$ cat src/rtl/core/decision_tree_leaf_finder_defines.svh
// assertion macros shared by the rtl files
`ifndef DECISION_TREE_LEAF_FINDER_DEFINES_SVH
`define DECISION_TREE_LEAF_FINDER_DEFINES_SVH

`ifndef SYNTHESIS
// concurrent check on a given clock and active-low reset
`define DTLF_ASSERT_ON(lbl, ck, rst_n, prop, msg) \
	lbl: assert property (@(posedge ck) disable iff (!rst_n) prop) else $error(msg);
// same check on the block clock and reset
`define DTLF_ASSERT(lbl, prop, msg) \
	`DTLF_ASSERT_ON(lbl, clk, arst_n, prop, msg)
`else
`define DTLF_ASSERT_ON(lbl, ck, rst_n, prop, msg)
`define DTLF_ASSERT(lbl, prop, msg)
`endif

`endif

$ cat src/rtl/core/dtlf_pkg.sv
package dtlf_pkg;

	localparam int unsigned CMD_W       = 2;
	localparam int unsigned ADDR_W      = 8;
	localparam int unsigned FEAT_SEL_W  = 6;
	localparam int unsigned VALUE_W     = 32;
	localparam int unsigned DEPTH_W     = 4;
	localparam int unsigned LEAF_W      = 8;
	localparam int unsigned S_TDATA_W   = 88;
	localparam int unsigned M_TDATA_W   = 8;
	localparam int unsigned QDEPTH      = 4;
	localparam int unsigned QPTR_W      = 2;
	localparam int unsigned QCNT_W      = 3;

	localparam logic [DEPTH_W-1:0] DEPTH_RESET = 4'd1;

	typedef enum logic [CMD_W-1:0] {
		CMD_NODE_WR = 2'd0,
		CMD_FEAT_WR = 2'd1,
		CMD_PREDICT = 2'd2,
		CMD_UNUSED  = 2'd3
	} cmd_t;

	typedef enum logic [1:0] {
		OP_NODE_WR,
		OP_FEAT_WR,
		OP_PREDICT
	} op_t;

	// one queued operation, already range checked
	typedef struct packed {
		op_t                   op;
		logic [ADDR_W-1:0]     addr;
		logic [FEAT_SEL_W-1:0] feat;
		logic [VALUE_W-1:0]    value;
	} q_entry_t;

endpackage

$ cat src/rtl/core/dtlf_front.sv
`include "decision_tree_leaf_finder_defines.svh"

module dtlf_front import dtlf_pkg::*; #(
	parameter int unsigned MAX_DEPTH    = 8,
	parameter int unsigned NUM_FEATURES = 64
) (
	input  logic                 clk,
	input  logic                 arst_n,
	input  logic                 s_tvalid,
	output logic                 s_tready,
	// node_addr, node_feature, node_threshold, feature_index, feature_value, zero pad
	input  logic [S_TDATA_W-1:0] s_tdata,
	// cmd
	input  logic [CMD_W-1:0]     s_tuser,
	output logic                 q_valid,
	output q_entry_t             q_head,
	input  logic                 q_pop
);

	localparam int unsigned NODE_SLOTS = (1 << MAX_DEPTH) - 1;

	q_entry_t            q_mem_q [QDEPTH];
	logic [QPTR_W-1:0]   wr_ptr_q;
	logic [QPTR_W-1:0]   rd_ptr_q;
	logic [QCNT_W-1:0]   count_q;

	cmd_t                cmd;
	logic [ADDR_W-1:0]   node_addr;
	logic [FEAT_SEL_W-1:0] node_feature;
	logic [VALUE_W-1:0]  node_threshold;
	logic [FEAT_SEL_W-1:0] feature_index;
	logic [VALUE_W-1:0]  feature_value;
	q_entry_t            entry;
	logic                keep;
	logic                push;

	assign cmd            = cmd_t'(s_tuser);
	assign node_addr      = s_tdata[7:0];
	assign node_feature   = s_tdata[13:8];
	assign node_threshold = s_tdata[45:14];
	assign feature_index  = s_tdata[51:46];
	assign feature_value  = s_tdata[83:52];

	// classify: out of range writes and the unused code are dropped here
	always_comb begin
		entry = '{op: OP_PREDICT, addr: '0, feat: '0, value: '0};
		keep  = 1'b0;
		unique case (cmd)
			CMD_NODE_WR: begin
				entry.op    = OP_NODE_WR;
				entry.addr  = node_addr;
				entry.feat  = node_feature;
				entry.value = node_threshold;
				keep        = 32'(node_addr) < NODE_SLOTS;
			end
			CMD_FEAT_WR: begin
				entry.op    = OP_FEAT_WR;
				entry.addr  = ADDR_W'(feature_index);
				entry.value = feature_value;
				keep        = 32'(feature_index) < NUM_FEATURES;
			end
			CMD_PREDICT: begin
				entry.op = OP_PREDICT;
				keep     = 1'b1;
			end
			default: begin
				keep = 1'b0;
			end
		endcase
	end

	assign s_tready = count_q != QCNT_W'(QDEPTH);
	assign push     = s_tvalid && s_tready && keep;
	assign q_valid  = count_q != '0;
	assign q_head   = q_mem_q[rd_ptr_q];

	always_ff @(posedge clk) begin
		if (push) begin
			q_mem_q[wr_ptr_q] <= entry;
		end
	end

	always_ff @(posedge clk or negedge arst_n) begin
		if (!arst_n) begin
			wr_ptr_q <= '0;
			rd_ptr_q <= '0;
			count_q  <= '0;
		end else begin
			if (push) begin
				wr_ptr_q <= wr_ptr_q + QPTR_W'(1);
			end
			if (q_pop) begin
				rd_ptr_q <= rd_ptr_q + QPTR_W'(1);
			end
			count_q <= count_q + QCNT_W'(push) - QCNT_W'(q_pop);
		end
	end

	`DTLF_ASSERT(a_count_bound, count_q <= QCNT_W'(QDEPTH), "queue count beyond depth")
	`DTLF_ASSERT(a_pop_nonempty, q_pop |-> q_valid, "pop from empty queue")
	`DTLF_ASSERT(a_full_no_push, (count_q == QCNT_W'(QDEPTH)) |-> !push, "push into full queue")

endmodule

$ cat config.mk
export PLATFORM = sky130hd
export DESIGN_NAME = dtlf_front
export DESIGN_NICKNAME = d
export VERILOG_FILES = /design/src/rtl/core/dtlf_pkg.sv /design/src/rtl/core/dtlf_front.sv
export VERILOG_INCLUDE_DIRS = /design/src /design/src/rtl/core
export SDC_FILE = /design/constraint.sdc
export NUM_CORES = 1
export LEC_CHECK = 0
export ABC_AREA = 1
export ABC_CLOCK_PERIOD_IN_PS = 3900
export BUFFER_PORTS_ARGS = -buffer_cell sky130_fd_sc_hd__buf_4
export CAP_MARGIN = 5
export CORE_UTILIZATION = 49
export CTS_CLUSTER_SIZE = 28
export DETAILED_ROUTE_END_ITERATION = 6
export GPL_TIMING_DRIVEN = 0
export PLACE_DENSITY = 0.71
export SLEW_MARGIN = 20
export SYNTH_ARGS = -nofsm -noshare
export SYNTH_HDL_FRONTEND = slang
export SYNTH_SLANG_ARGS = --single-unit
$ cat constraint.sdc
create_clock -name clk -period 3.9 [get_ports clk]
set_input_delay 0.39 -clock clk [delete_from_list [all_inputs] [get_ports clk]]
set_output_delay 0.39 -clock clk [all_outputs]
set_load 0.05 [all_outputs]
==> metrics.md <==
| Metric | Value |
|---|---|
| Hold depth | 2 |
| Synth Area in Adders | 0.0165 |
| Simple-gate share of the synthesized area | 0.0617 |
| Core ar. | roughly 0.016 mm2 |
| CTS tree | built |
| Critical path peak fanout | 10 |
| Clk sinks | 199 |
| Sequential cell area | 0.00594 mm2 |
| Root buffer cell | clkbuf_16 |
| Synth area leader | edfxtp_1 |
| Layout cells sized above 1 | 0.278 |
| Max_slew headroom | 0.467 |
| DIE WIDTH | 130 um |
| Startpoint Class | flop |
| Setup_tns | 0 ns |
| CP delay by family, top | buffers and inverters |
| Synthesized area per cell | 13.7 um2 |
| Post-route DRC | 0 |
| CTS H-tree depth | 4 |
| CTS resizes | 0 |
| Largest family of logic cells by synthesized area | compound AO/OA/AOI/OAI gates |
| Synth unique cells | 23 |
| Multi-input gate area | 0.00181 mm2 |
| Arrival @ worst endpoint | between 2 and 2.5 ns |
| Worst slack, placed | 1.36 ns |
| M1 GR Usage | 0.304 |
| R2r endpoint | q_mem_q[1][27] |
| # IOs | around 140 |
| CP cell instances | inv_1 > buf_4 > buf_2 > o21ai_0 > o22ai_1 > buf_4 |
| Die Height | 130 um |
| DRC marker count from the first detailed-route iteration | between 500 and 600 |
| Drt pass-1 iters | 5 |
| Critical path class | flop to primary output |
| Clock Latency Late Sink | roughly 0.43 ns |
| R2R Setup Slk | approximately 1.6 ns |
| Layout Nets | ~860 |
| Post-Syn Nets | 693 |
| Antenna cell count | 0 |
| Data required, critical path | 3.51 ns |
| Slowest cell delay on critical path | 0.45 ns |
| Fill cells | 1176 |
| Period Utilization, post-route | 0.658 |
| Compound-cell area share of the yosys netlist | 0.138 |
| Largest net degree at the start of global routing | 24 |
| CP endpoint kind | primary output |
| Clock transition at the registers of the reported paths | roughly 0.07 ns |
| Vias | ~5500 |
| Critical-path top delay cell | dfrtp_1 |
| DR WL/cell | 19.8 um |
| RSZ-0062 raised after global routing | no |
| Register bit total from synthesis | 199 |
| Gr usage total | 0.239 |
| Final setup skew | 0.00848 ns |
| Outcome | completed |
| Netlist area before placement | between 0.008 and 0.009 mm2 |
| Crit path top cell by count | buf_4 |
| Share of the synthesized area in the top cell type | 0.716 |
| Post-synthesis cell count | 589 |
| Max Root-Sink Buffers | 2 |
| GR peak layer | met2 |
| Max VDD drop | between 0.4 and 0.5 mV |
| Vias in the first global route | 5345 |
| Via-to-Cell Ratio | 5.63 |
| Hold Crit Start | q_pop |
| First-pass GRT wire length | approximately 29000 um |
| Num CTS Buffers | 17 |
| Met2 Use GR | 0.398 |
| Placed wire-length estimate | approximately 13000 um |
| Final setup margin | 1.33 ns |
| Final ANT Viol Nets | 0 |
| XOR/XNOR share of the synthesized area | 0.00435 |
| Max-slew violations | 0 |
| Reg-to-reg startpoint | count_q[1] |
| Initial antenna violation count | 0 |
| Initial Util | 0.505 |
| CP startpoint | rd_ptr_q[1] |
| Clock period minus worst slack | 2.57 ns |
| Peak Freq | 390 MHz |
| Reg2reg path depth | 7 |
| Worst min path class | input pin to flop |
| Pwr/cell area | 816 mW/mm2 |
| Max_cap viols | 0 |
| Post-layout util | 0.642 |
| Worst Hold End | rd_ptr_q[0] |
| Placement row count | 46 |
| Final hold vios | 0 |
| GPL Wtd Cong | ~0.75 |
| Seq/Total Area, Yosys | 0.737 |
| Area contributors post-synth | edfxtp_1, o21ai_0, nor2_1 |
| I/O Buffers | 139 |
| Final wirelength | 19600 um |
| Area grow syn2layout | 27.0% |
| Final setup fails | 0 |
| Grt ovf | 0 |
| Die ar. | around 0.017 mm2 |
| GRT met3 Usage | 0.0537 |
| Buf+Inv Stages, Crit Path | 4 |
| Placement Cell Area | 0.00963 mm2 |
| Mux contribution to synthesized area | 0 |
| Ys Warns | 0 |
| Worst slew pin tran | 0.800 ns |
| Final instance area | 0.0102 mm2 |
| Leak pwr | around 3.9 nW |
[worst max-delay path by stage]
stage | to | slack [ns] | depth (start not counted)
global route | q_head[46] | 1.18 | 6
global placement | q_mem_q[3][26] | -1.31 | 6
finish | q_head[46] | 1.33 | 6
detailed placement | q_mem_q[1][23] | 1.36 | 8
CTS | q_head[46] | 1.32 | 6
floorplan | q_mem_q[0][0] | 0.19 | 5
[cells by family after synthesis]
kind of cell | after synthesis
AND/OR/NAND/NOR | 129
buffers and inverters | 65
adder cells (fa/ha/maj) | 10
flip-flops | 199
XOR/XNOR | 4
AO/OA/AOI/OAI | 182
[per-stage QoR]
stage	hold WS, ns	instances	power, mW
after CTS	0.154	986	8.37
after global routing	0.154	986	8.70
after global placement	0.208	944	6.53
final	0.161	986	8.35
after floorplan	0.0944	589	5.33
after detailed placement	0.213	953	6.67
[layout make-up]
class / count / area share
clock buffers: 17 / 0.0416
flip-flops and latches: 199 / 0.581
inverters: 25 / 0.00942
plain buffers: 40 / 0.0235
multi-input cells: 325 / 0.177
clock inverters: 15 / 0.0158
well taps: 216 / 0.0264
repair buffers: 149 / 0.126
[registers in the layout, summed over array words and instances (netlist names)]
signal    cells
count_q       3
q_mem_q     192
rd_ptr_q      2
wr_ptr_q      2
[cell usage in the layout (no fill, tap or decap), types with 2 or more instances in the layout]
cell,n
a22o_1,38
buf_12,2
buf_16,7
buf_2,17
buf_4,144
buf_6,6
bufinv_16,3
clkbuf_1,8
clkbuf_16,17
clkbuf_2,4
clkinv_1,4
clkinv_2,3
clkinv_4,3
clkinvlp_4,2
dfrtp_1,7
edfxtp_1,192
ha_1,9
inv_1,24
nand2_1,20
nand3_1,3
nor2_1,99
nor2_4,4
o21ai_0,92
o21ai_1,4
o22ai_1,48
xnor2_1,2
xor2_1,2
[per-layer routing]
metal / wire, um / share of wire / vias to the layer above
met3: 1500 / 0.077 / 26
met4: 287 / 0.015 / 0
met1: 7750 / 0.40 / 2703
met2: 10000 / 0.51 / 287
met5: 0 / 0 / -
li1: - / - / 2531
[where the power goes]
part	internal (mW)	switching, mW
logic	1.16	2.79
registers	2.61	0.0776
clock network	0.997	0.724
[cell usage after synthesis]
master / number
xor2_1: 2
nand2_2: 1
nand3_1: 3
xnor2_1: 2
edfxtp_1: 192
nand3b_1: 1
nor2_1: 103
buf_2: 17
fa_1: 1
and3_1: 1
inv_4: 1
buf_4: 5
clkbuf_1: 8
dfrtp_1: 7
nand2_1: 20
ha_1: 9
clkbuf_2: 4
a22o_1: 38
o21ai_1: 4
o21ai_0: 92
o22ai_1: 48
buf_6: 6
inv_1: 24
[timing repair]
action,4_1_cts,5_1_grt
hold buffers,1,0
buffers inserted,0,0
endpoints found under the hold margin,7,0
No activity file was read; power rests on OpenSTA's default activity.
